File: config.mk
export PLATFORM = sky130hd
export DESIGN_NAME = fdss_ofifo
export DESIGN_NICKNAME = d
export VERILOG_FILES = /design/src/design/ftcs_diffusion_stencil_step_core_defines.svh /design/src/design/fdss_pkg.sv /design/src/design/fdss_ofifo.sv
export SDC_FILE = /design/constraint.sdc
export NUM_CORES = 1
export LEC_CHECK = 0
export BUFFER_PORTS_ARGS = -buffer_cell sky130_fd_sc_hd__buf_2
export CAP_MARGIN = 10
export CORE_ASPECT_RATIO = 0.5
export CORE_MARGIN = 2
export CORE_UTILIZATION = 55
export CTS_CLUSTER_DIAMETER = 60
export CTS_CLUSTER_SIZE = 40
export DETAILED_ROUTE_END_ITERATION = 10
export PLACE_DENSITY = 0.74
export SLEW_MARGIN = 30
export SYNTH_ARGS = -nofsm -noshare
export SYNTH_HDL_FRONTEND = slang
export SYNTH_SLANG_ARGS = --single-unit
File: constraint.sdc
create_clock -name i_clk -period 5 [get_ports i_clk]
set_clock_uncertainty 0.2 [all_clocks]
set_input_delay 0 -clock i_clk [delete_from_list [all_inputs] [get_ports i_clk]]
set_output_delay 0 -clock i_clk [all_outputs]
set_load 0.01 [all_outputs]
File: src/design/ftcs_diffusion_stencil_step_core_defines.svh
// Assertion macros for the diffusion stencil core
`ifndef FTCS_DIFFUSION_STENCIL_STEP_CORE_DEFINES_SVH
`define FTCS_DIFFUSION_STENCIL_STEP_CORE_DEFINES_SVH

// condition holds on every clock edge out of reset
`define FDSS_ASSERT_HOLD(label, clk, rst_n, cond) \
    label: assert property (@(posedge clk) disable iff (!rst_n) (cond)) \
        else $error("fdss: invariant violated");

// condition on the same edge implies a consequence
`define FDSS_ASSERT_IMPLY(label, clk, rst_n, pre, post) \
    label: assert property (@(posedge clk) disable iff (!rst_n) (pre) |-> (post)) \
        else $error("fdss: implication violated");

`endif

File: src/design/fdss_pkg.sv
package fdss_pkg;

    localparam int MAX_COLS_DEF = 512;
    localparam int ROW_LIMIT    = 4096;

    localparam int CELL_W    = 32;
    localparam int GAIN_W    = 15;
    localparam int COLS_W    = 10;
    localparam int ROWS_W    = 13;
    localparam int ROW_CNT_W = 12;

    localparam int LAP_W  = 35;
    localparam int PROD_W = LAP_W + GAIN_W + 1;
    localparam int FRAC_W = 16;
    localparam int TERM_W = PROD_W - FRAC_W;
    localparam int SUM_W  = TERM_W + 1;

    localparam int APB_DW  = 32;
    localparam int PADDR_W = 4;

    localparam int OFIFO_DEPTH = 8;

    localparam logic [1:0] REG_GAIN = 2'd0;
    localparam logic [1:0] REG_COLS = 2'd1;
    localparam logic [1:0] REG_ROWS = 2'd2;

    localparam logic OP_CELL  = 1'b0;
    localparam logic OP_DRAIN = 1'b1;

    localparam logic [GAIN_W-1:0] GAIN_RST = GAIN_W'(6554);
    localparam logic [COLS_W-1:0] COLS_RST = COLS_W'(512);
    localparam logic [ROWS_W-1:0] ROWS_RST = ROWS_W'(512);

    localparam logic [PROD_W-1:0] ROUND_HALF = PROD_W'(1) << (FRAC_W - 1);

    localparam logic signed [CELL_W-1:0] CELL_MAX = {1'b0, {(CELL_W-1){1'b1}}};
    localparam logic signed [CELL_W-1:0] CELL_MIN = {1'b1, {(CELL_W-1){1'b0}}};

    typedef struct packed {
        logic [GAIN_W-1:0] gain;
        logic [COLS_W-1:0] cols;
        logic [ROWS_W-1:0] rows;
    } t_cfg;

    typedef struct packed {
        logic valid;
        logic emit;
        logic drain;
        logic border;
        logic last;
    } t_s1_ctl;

    typedef struct packed {
        logic [CELL_W-1:0] cell_out;
        logic              frame_last;
    } t_result;

endpackage

File: src/design/fdss_ofifo.sv
module fdss_ofifo #(
    parameter int DEPTH = fdss_pkg::OFIFO_DEPTH
) (
    input  logic                       i_clk,
    input  logic                       i_rst_n,
    input  logic                       i_push,
    input  fdss_pkg::t_result          i_data,
    input  logic                       i_pop,
    output logic                       o_valid,
    output fdss_pkg::t_result          o_data,
    output logic [$clog2(DEPTH+1)-1:0] o_count
);
    import fdss_pkg::*;

    localparam int AW = (DEPTH > 1) ? $clog2(DEPTH) : 1;
    localparam int CW = $clog2(DEPTH + 1);

    t_result       r_mem [DEPTH];
    logic [AW-1:0] r_wp, r_rp;
    logic [CW-1:0] r_cnt;

    always_ff @(posedge i_clk) begin
        if (i_push) begin
            r_mem[r_wp] <= i_data;
        end
    end

    always_ff @(posedge i_clk) begin
        if (!i_rst_n) begin
            r_wp  <= '0;
            r_rp  <= '0;
            r_cnt <= '0;
        end else begin
            if (i_push) begin
                r_wp <= (r_wp == AW'(DEPTH - 1)) ? '0 : r_wp + AW'(1);
            end
            if (i_pop) begin
                r_rp <= (r_rp == AW'(DEPTH - 1)) ? '0 : r_rp + AW'(1);
            end
            case ({i_push, i_pop})
                2'b10:   r_cnt <= r_cnt + CW'(1);
                2'b01:   r_cnt <= r_cnt - CW'(1);
                default: r_cnt <= r_cnt;
            endcase
        end
    end

    assign o_valid = (r_cnt != '0);
    assign o_data  = r_mem[r_rp];
    assign o_count = r_cnt;
endmodule

; ---- Word level (Yosys, flattened, before mapping)
; Memories as Yosys holds them, arrays and structs flattened. A register that Yosys moved wholly into a read port is not among the register bits.
; Index checks and enable logic that the tools add are counted.
[word_totals]
regBits = 10
ramBits = 264
input_bits = 37
out_inout_bits = 38
memories = 1
[op_classes]
addsub = 4
n_eq_ne = 4
mux = 7
reduce_logical = 2
[memory_table]
columns = name, depth, width, read_ports, rd_ports_with_merged_regs, write_ports, line_no
row1 = r_mem, 8, 33, 1, 1, 1, fdss_ofifo.sv:18  ; t_result r_mem [DEPTH];
[ops]
columns = op, n
row1 = $mux W3, 4
row2 = $pmux W4 S2, 1
row3 = $add A3 B1 Y3 const B, 2
row4 = $eq A3 B3 Y1 const B, 2
row5 = $add A4 B1 Y4 const B, 1
row6 = $reduce_bool A4 Y1, 1
row7 = $sub A4 B1 Y4 const B, 1
row8 = $eq A2 B1 Y1 const B, 1
row9 = $eq A2 B2 Y1 const B, 1
row10 = $mux W1, 2
row11 = $reduce_bool A2 Y1, 1

; ---- Depth between registers and ports, before layout
; Gate-level depths: netlist (run 1).
[logic_depth]
depth_word = 4
depth_mapped = 8

; ---- Least setup slack after synthesis (run 1)
; No wires, ideal clock.
[synth_timing]
path_type = register to register
from = register r_wp[0]
to = memory r_mem[0][0] (netlist name), enable pin
setup_time_ns = 0.464
arrival_time_ns = 2.785
required_time_ns = 4.336
slack_ns = 1.551
path_stages_with_launch = 3
n_path_buf = 0
path_cell_list = dfxtp_1 nand2b_1 nor3_1
[synth_rtl]
columns = item, line_no
row1 = "start, declared", fdss_ofifo.sv:19  ; logic [AW-1:0] r_wp, r_rp;
row2 = "start signal, assigned", fdss_ofifo.sv:35  ; r_wp <= (r_wp == AW'(DEPTH - 1)) ? '0 : r_wp + AW'(1);
row3 = "end, declared", fdss_ofifo.sv:18
; No word-level cell before the write port.

==> impl_metrics.py, run 1 <==
metrics = {
    "clock_tree": {
        "cts_buffer_depth": 3,
        "post-cts-setup-buffer-count": 0,
        "clk_latency_ns": 0.48,
        "cts_root_buffer": "clkbuf_16",
        "cts_tree": "yes",
        "cts_sinks": 277,
        "h-tree-depth": 1,
        "cts_made_buffers": 12,
        "clkSlewWorstSetupHoldPaths_ns": 0.13,
    },
    "power_and_ir_drop": {
        "pwr_density_cell_nw_per_um2": 347,
        "peakVddDrop_mv": 0.223,
        "p_leak_uw": 0.00391,
    },
    "floorplan": {
        "fp.coreArea_um2": 18700,
        "initial_core_util_pct": 56.9,
        "rows": 35,
        "fp.dieH_um": 102,
        "io_pins": 75,
        "die_area_um2": 20500,
        "die_w_um": 200,
    },
    "synth": {
        "yosys_warnings": 0,
        "ys_seq_area_share_pct": 77.1,
        "synth_edf_count": 264,
        "synth.avg_cell_area_um2": 23.4,
        "netlist_area_um2": 10600,
        "ys_ff_latch": 277,
        "synthFlopType": "edfxtp_1",
        "synth_cell_types": 32,
        "postSynthCellCount": 453,
        "syn_nets": 497,
        "async_flop_share_pct": 0,
    },
    "grt": {
        "grt_pass1_vias": 4988,
        "grt_util_all_layers_pct": 18.9,
        "antenna_found_initial": 1,
        "grt_pass1_wl_um": 29000,
        "grt_max_degree": 41,
        "overflow": 0,
    },
    "route": {
        "firstDrtPassIters": 4,
        "wl_per_cell_um": 22.8,
        "postRouteAntennaNets": 0,
        "vias_per_cell": 5.76,
        "drtIter0Drc": 356,
        "drcViolationCount": 0,
        "totalWireLength_um": 19000,
        "vias": 4796,
    },
    "timing": {
        "max-slew-margin-rel_pct": 37.7,
        "min_period_over_period_pct": 60.1,
        "worst_slack_ns": 2.00,
        "rsz0062_at_grt": "no",
        "setup_viol": 0,
        "period_minus_slack_ns": 3.00,
        "worstMarginPinSlew_ns": 0.929,
        "clock.fmax_ghz": 0.333,
        "setup_tns_ns": 0,
        "slew_violations": 0,
        "hold_violations": 0,
    },
    "job": {
        "drv_cap": 0,
    },
    "hold_path": {
        "hold_class": "in -> reg",
    },
    "worst_setup_path": {
        "worstPathMaxFanout": 35,
        "arrival_ns": 2.80,
        "crit_path_start_kind": "flop",
        "critPathKind": "reg -> out",
        "end_kind": "primary output",
        "cp.required_ns": 4.80,
    },
    "layout": {
        "final_layout_size_suffix_gt1_share_pct": 35.5,
        "area.growth.synth_to_final_pct": 14.1,
        "final_nets": 612,
    },
    "placed_design": {
        "dp_hpwl_um": 10900,
        "place_congestion": 0.714,
        "port_buffers": 74,
        "place_ws_ns": 2.45,
    },
    "run_status": {
        "status": "complete, no violations",
    },
}
synth_stat cells, types with 2 or more instances:
cell / instances / area (µm²)
and2_1: 3 / 18.8
ha_1: 7 / 87.6
mux4_2: 55 / 1240
mux2i_1: 5 / 50.1
o21ai_0: 2 / 10.0
mux2_2: 34 / 383
nand2b_1: 4 / 25.0
dfxtp_1: 13 / 260
inv_1: 2 / 7.51
buf_6: 3 / 33.8
mux4_1: 11 / 289
buf_2: 5 / 25.0
nor2_1: 6 / 22.5
clkbuf_1: 9 / 33.8
buf_8: 2 / 30.0
nand2_1: 6 / 22.5
nor3_1: 3 / 15.0
xor2_1: 2 / 17.5
edfxtp_1: 264 / 7930
nor2b_1: 5 / 31.3
report_power, final:
part	switching, µW	total (µW)	internal (µW)
clock	713	1230	513
combinational	166	345	179
sequential	35.7	2630	2590
layout by cell type, fill, tap and decap left out, types with 3 or more instances in the layout:
master         Yosys  routed
edfxtp_1         264     264
buf_2              5      74
mux4_2            55      55
dlygate4sd3_1      0      36
mux2_2            34      34
clkbuf_16          0      13
mux4_1            11      11
buf_4              0      11
dfxtp_1           13      10
ha_1               7       7
nand2_1            6       6
nor2_4             0       6
mux2i_1            5       5
nor2b_1            5       5
nand2b_1           4       4
and2_1             3       3
metrics by stage:
| stage | instances | area, µm² | util, % | total power [µW] | hold slack, ns |
|---|---|---|---|---|---|
| after floorplan | 453 | 10600 | - | 2880 | -0.101 |
| after global placement | 777 | 11300 | 60.7 | 3000 | 0.0623 |
| after detailed placement | 777 | 11300 | 60.7 | 3010 | 0.0755 |
| after CTS | 831 | 12100 | 64.9 | 4230 | 0.0840 |
| after global routing | 832 | 12100 | 64.9 | 4330 | 0.0946 |
| final | 832 | 12100 | 64.9 | 4200 | 0.103 |
flip-flops by register name (all words and copies together), names as in the netlist, named ones only:
signal and flops:
r_rp 3, o_count 4, r_mem 264, r_wp 3
repair_timing:
item / in CTS / in global routing
resized for setup: 0 / 0
endpoints found under the hold margin: 277 / 0
setup endpoints to repair: 0 / 0
hold buffers: 36 / 0
worst max-delay path, cell delays in order (launching register included):
cell	delay, ns
dfxtp_2	0.91
buf_4	0.57
mux4_2	0.39
mux2_2	0.30
buf_2	0.14
logic make-up after synthesis:
kind of cell / after synthesis / share of synthesized area, %
mux: 105 / 18.5
buf+inv: 22 / 1.26
simple gates: 31 / 1.56
fa+ha+maj: 7 / 0.825
xor+xnor: 3 / 0.248
flops: 277 / 77.1
compound gates: 8 / 0.507
cell type report:
class	count	area [µm²]
timing repair buffer	121	813
fill	1235	6550
clock buffer	13	325
tap	259	324
inverter	2	7.51
antenna	1	2.50
clock inverter	5	91.3
multi-input combinational	154	2350
sequential	277	8200
layer usage:
layer | vias up | wire length [µm] | track usage, % | part of all wire, %
met3 | 13 | 834 | 2.52 | 4.4
met4 | 0 | 229 | 3.08 | 1.2
met2 | 121 | 9050 | 31.3 | 48
met5 | - | 0 | 0 | 0
li1 | 2131 | - | - | -
met1 | 2531 | 8850 | 28.3 | 47
worst paths after layout:
| path | from | endpoint | slack [ns] | depth (start not counted) |
|---|---|---|---|---|
| worst max-delay path | flop | o_data[23] | 2.00 | 4 |
| worst min-delay path | i_data[27] | r_mem[1][27] | 0.10 | 2 |
| worst max register to register | r_wp[0] | r_mem[1][31] | 2.59 | 3 |
| worst min register to register | o_count[3] | o_count[3] | 0.30 | 2 |
Note: power is estimated with default switching activity, not from simulation.
==> run 2: changes to the inputs <==
==> constraint.sdc (replaced) <==
create_clock -name i_clk -period 3.1 [get_ports i_clk]
set_clock_uncertainty 0.2 [all_clocks]
set_input_delay 0 -clock i_clk [delete_from_list [all_inputs] [get_ports i_clk]]
set_output_delay 0 -clock i_clk [all_outputs]
set_load 0.01 [all_outputs]
==> impl_metrics.py, run 2 (synthesized netlist as in run 1, its figures left out) <==
metrics = {
    "clock_tree": {
        "h-tree-depth": 1,
        "cts_tree": "yes",
        "post-cts-setup-buffer-count": 0,
        "clk_latency_ns": 0.50,
        "clkSlewWorstSetupHoldPaths_ns": 0.13,
        "cts_resized": 0,
        "cts_sinks": 277,
        "cts_buffer_depth": 3,
        "cts_made_buffers": 12,
        "cts_root_buffer": "clkbuf_16",
    },
    "placed_design": {
        "port_buffers": 74,
        "place_congestion": 0.671,
        "dp.cells": 787,
        "dp_hpwl_um": 11100,
    },
    "timing": {
        "min_period_over_period_pct": 84.4,
        "hold_violations": 0,
        "slew_violations": 0,
        "clock.fmax_ghz": 0.382,
        "setup_viol": 0,
        "worstMarginPinSlew_ns": 0.662,
        "rsz0062_at_grt": "no",
        "setup_tns_ns": 0,
        "period_minus_slack_ns": 2.62,
        "max-slew-margin-rel_pct": 55.9,
    },
    "route": {
        "firstDrtPassIters": 4,
        "wl_per_cell_um": 22.2,
        "drcViolationCount": 0,
        "totalWireLength_um": 18700,
        "drtIter0Drc": 451,
        "vias": 4794,
        "vias_per_cell": 5.68,
        "postRouteAntennaNets": 0,
    },
    "floorplan": {
        "die_area_um2": 20500,
        "io_pins": 75,
        "initial_core_util_pct": 56.9,
        "fp.dieH_um": 102,
        "fp.coreArea_um2": 18700,
        "die_w_um": 200,
        "rows": 35,
    },
    "power_and_ir_drop": {
        "pwr_density_cell_nw_per_um2": 556,
        "p_leak_uw": 0.00398,
        "peakVddDrop_mv": 0.330,
    },
    "layout": {
        "layout_common_cells": "edfxtp_1 (264), buf_2 (74), mux4_2 (55)",
        "final_cells": 844,
        "mostFrequentLayoutCell": "edfxtp_1",
        "final_layout_size_suffix_gt1_share_pct": 36.8,
        "final_nets": 623,
        "max_flop_register": "r_mem",
        "largest_reg_flops": 264,
        "area.growth.synth_to_final_pct": 15.3,
        "antenna_cells": 0,
        "postLayoutCoreUtil_pct": 65.6,
    },
    "worst_setup_path": {
        "end_kind": "primary output",
        "worstPathMaxFanout": 64,
        "reg2reg_to": "r_mem[6][6]",
        "cp.required_ns": 2.90,
        "critPathKind": "reg -> out",
        "arrival_ns": 2.42,
        "crit_path_start_kind": "flop",
        "r2r_start": "r_wp[1]",
        "rrSetupSlack_ns": 1.03,
        "worstRegToRegCells": 3,
    },
    "grt": {
        "antenna_found_initial": 0,
        "grt_util_all_layers_pct": 18.9,
        "grt_pass1_wl_um": 28800,
        "grt_pass1_vias": 4835,
        "grt_max_degree": 65,
        "overflow": 0,
    },
    "job": {
        "drv_cap": 0,
    },
    "run_status": {
        "status": "complete, no violations",
    },
    "hold_path": {
        "min_from": "i_data[27]",
        "hold_path_end": "r_mem[7][27]",
        "hold_depth": 2,
        "hold_class": "in -> reg",
    },
}
-- run 2: worst max path at each step --
stage | startpoint | to | cells after the start
after detailed placement | flop | o_data[25] | 4
after global routing | flop | o_data[9] | 4
after CTS | flop | o_data[9] | 4
after global placement | flop | o_data[4] | 4
final | flop | o_data[25] | 4
after floorplan | r_wp[1] | r_mem[4][0] | 2
-- run 2: routing by layer --
layer,share of wire (%),vias up,GRT usage [%],routed length [µm]
met1,46,2524,29.0,8680
met2,48,104,30.6,9020
met3,4.5,15,2.26,843
met4,0.96,0,3.25,179
li1,-,2151,-,-
met5,0,-,0,0
-- run 2: repair_timing --
item                                    4_1_cts  5_1_grt
hold buffers                                 37        0
endpoints found under the hold margin       277        0
endpoints found under the setup margin        0        0
-- run 2: through the flow --
stage                     total power (µW)  area [µm²]  setup slack (ns)  hold WS (ns)
after floorplan                       4650       10600             0.536        -0.101
after global placement                4840       11400             0.999        0.0646
after detailed placement              4860       11400             0.984        0.0710
after CTS                             6870       12200             0.412        0.0906
after global routing                  7030       12200             0.331         0.117
final                                 6810       12200             0.484         0.104
-- run 2: area by class of cell --
| cell class | instances | area [µm²] |
|---|---|---|
| fill | 1251 | 6420 |
| sequential | 277 | 8190 |
| timing repair buffer | 132 | 923 |
| inverter | 2 | 7.51 |
| clock inverter | 7 | 104 |
| tap | 259 | 324 |
| clock buffer | 13 | 325 |
| multi-input combinational | 154 | 2360 |
-- run 2: where the power goes --
part	internal [µW]	leakage, µW	switching, µW
clock	838	0.000207	1170
combinational	299	0.00126	283
sequential	4180	0.00251	43.2
total	5320	0.00398	1490
-- run 2: worst max-delay path: stages, from the launching register on --
cell,delay [ns]
dfxtp_4,0.40
buf_12,0.41
mux4_1,0.64
mux2_2,0.29
buf_2,0.14
==> run 3: changes to the inputs <==
--- a/config.mk
+++ b/config.mk
@@ -9,11 +9,11 @@
 export CAP_MARGIN = 10
 export CORE_ASPECT_RATIO = 0.5
 export CORE_MARGIN = 2
-export CORE_UTILIZATION = 55
+export CORE_UTILIZATION = 54
 export CTS_CLUSTER_DIAMETER = 60
 export CTS_CLUSTER_SIZE = 40
 export DETAILED_ROUTE_END_ITERATION = 10
-export PLACE_DENSITY = 0.74
+export PLACE_DENSITY = 0.75
 export SLEW_MARGIN = 30
 export SYNTH_ARGS = -nofsm -noshare
 export SYNTH_HDL_FRONTEND = slang
==> constraint.sdc (replaced) <==
create_clock -name i_clk -period 2.2 [get_ports i_clk]
set_clock_uncertainty 0.2 [all_clocks]
set_input_delay 0 -clock i_clk [delete_from_list [all_inputs] [get_ports i_clk]]
set_output_delay 0 -clock i_clk [all_outputs]
set_load 0.01 [all_outputs]
==> impl_metrics.py, run 3 (synthesized netlist as in run 1, its figures left out) <==
metrics = {
    "grt": {
        "met3_usage_pct": 2.12,
        "grt_pass1_vias": 5151,
        "use_met1_pct": 28.9,
        "antenna_found_initial": 0,
        "overflow": 0,
        "met2_usage_pct": 33.1,
        "grt_util_all_layers_pct": 19.8,
        "grt_most_used_layer": "met2",
        "grt_max_degree": 46,
        "grt_pass1_wl_um": 30400,
    },
    "timing": {
        "worst_slack_ns": -0.201,
        "clock.fmax_ghz": 0.416,
        "hold_violations": 0,
        "rsz0062_at_grt": "yes",
        "setup_viol": 33,
        "min_period_over_period_pct": 109,
        "slew_violations": 0,
        "worstMarginPinSlew_ns": 0.454,
        "period_minus_slack_ns": 2.40,
        "max-slew-margin-rel_pct": 69.8,
        "whs_ns": 0.0892,
    },
    "power_and_ir_drop": {
        "p_leak_uw": 0.00430,
        "p_switching_uw": 2310,
        "p_int_uw": 7780,
        "pwr-share-clk_pct": 30.1,
        "pwr_density_cell_nw_per_um2": 778,
        "combPwrFrac_pct": 11.1,
        "p_seq_share_pct": 58.9,
        "peakVddDrop_mv": 0.460,
        "switching_share_pct": 22.9,
    },
    "placed_design": {
        "place_congestion": 0.691,
        "dp.cells": 796,
        "place_ws_ns": 0.243,
        "port_buffers": 74,
        "dp_hpwl_um": 11400,
    },
    "route": {
        "vias_per_cell": 5.72,
        "wl_per_cell_um": 23.3,
        "postRouteAntennaNets": 0,
        "drcViolationCount": 0,
        "firstDrtPassIters": 5,
        "totalWireLength_um": 20300,
        "vias": 4986,
        "drtIter0Drc": 428,
    },
    "floorplan": {
        "io_pins": 75,
        "fp.coreArea_um2": 19400,
        "die_area_um2": 20900,
        "rows": 36,
        "die_w_um": 202,
        "initial_core_util_pct": 54.8,
        "fp.dieH_um": 103,
    },
    "worst_setup_path": {
        "cpPeakStageDelay_ns": 0.51,
        "crit_chain": "buf_12 > buf_8 > buf_16 > mux4_2 > mux2_4 > buf_6",
        "end_kind": "primary output",
        "path_delay_family": "multiplexers",
        "cp.required_ns": 2.00,
        "rrSetupSlack_ns": 0.28,
        "critPathKind": "reg -> out",
        "cp_num_buf_inv": 4,
        "crit_path_start_kind": "flop",
        "arrival_ns": 2.20,
        "worstPathMaxFanout": 5,
        "worstRegToRegCells": 5,
        "r2r_start": "r_rp[0]",
        "critPathSlowestCell": "mux4_2",
    },
    "layout": {
        "final_nets": 642,
        "final_cells": 871,
        "layout_common_cells": "edfxtp_1 (264), mux4_2 (64), buf_2 (42)",
        "multiInputGateArea_um2": 2430,
        "max_flop_register": "r_mem",
        "antenna_cells": 0,
        "seqCellArea_um2": 8190,
        "final_layout_size_suffix_gt1_share_pct": 40.3,
        "mostFrequentLayoutCell": "edfxtp_1",
        "fillers": 1221,
        "largest_reg_flops": 264,
        "area.growth.synth_to_final_pct": 22.1,
    },
    "job": {
        "drv_cap": 0,
    },
    "clock_tree": {
        "h-tree-depth": 1,
        "cts_buffer_depth": 3,
        "clkSlewWorstSetupHoldPaths_ns": 0.13,
        "clk_latency_ns": 0.50,
        "cts_tree": "yes",
        "cts_made_buffers": 13,
        "cts_root_buffer": "clkbuf_16",
        "cts_sinks": 277,
    },
    "hold_path": {
        "hold_path_end": "r_mem[1][13]",
        "hold_class": "in -> reg",
        "hold_depth": 2,
        "min_from": "i_data[13]",
    },
    "run_status": {
        "status": "finished with violations",
        "violations": "setup timing",
    },
}
## run 3: cell count changes in the layout (fill, tap and decap cells not counted), moves of 9 or more
cell | before | now
buf_6 | 0 | 32
mux4_1 | 11 | 2
mux2_4 | 0 | 28
mux2_2 | 34 | 6
mux4_2 | 55 | 64
buf_2 | 74 | 42
## run 3: metrics by stage
step	cell area [µm²]	utilization (%)	total power, µW	TNS [ns]
final	13000	66.9	10100	-5.11
after global routing	13000	66.9	10400	-7.08
after CTS	12900	66.5	10100	-5.18
after detailed placement	11500	59.5	6870	0
after global placement	11500	59.5	6840	0
after floorplan	10600	-	6550	-83.68
## run 3: power by group through the flow
stage / clock network, µW / registers, µW / logic, µW
after global placement: 0 / 6050 / 788
after detailed placement: 0 / 6060 / 805
after floorplan: 0 / 6050 / 495
final: 3030 / 5940 / 1120
after CTS: 3090 / 5940 / 1100
after global routing: 3250 / 5950 / 1190
## run 3: area by class of cell
type	count	share of cell area [%]
clock inverter	9	1.16
clock buffer	13	2.51
sequential	277	63.2
tap	266	2.57
timing repair buffer	150	11.7
multi-input combinational	154	18.8
inverter	2	0.0579
## run 3: routing by layer
layer	vias up	part of all wire (%)	wire length (µm)
li1	2186	-	-
met1	2636	44	8980
met2	142	50	10100
met3	22	4.7	952
met4	0	1.5	306
met5	-	0	0
## run 3: how the worst max path moves through the flow
stage | from | to | slack [ns] | cells after the start
6_report | flop | o_data[9] | -0.20 | 6
5_1_grt | flop | o_data[9] | -0.26 | 6
4_1_cts | flop | o_data[21] | -0.21 | 6
3_5_place_dp | flop | o_data[25] | 0.24 | 4
3_3_place_gp | flop | o_data[1] | 0.28 | 4
2_1_floorplan | r_wp[1] | r_mem[4][0] | -0.36 | 2
## run 3: what timing repair did
action                                 CTS  global route
hold buffers                            37             0
resized for setup                       75             7
buffers inserted                         6             3
cloned                                   6             1
pin swaps                                0             0
endpoints found under the hold margin  277             0
setup endpoints to repair               32            32
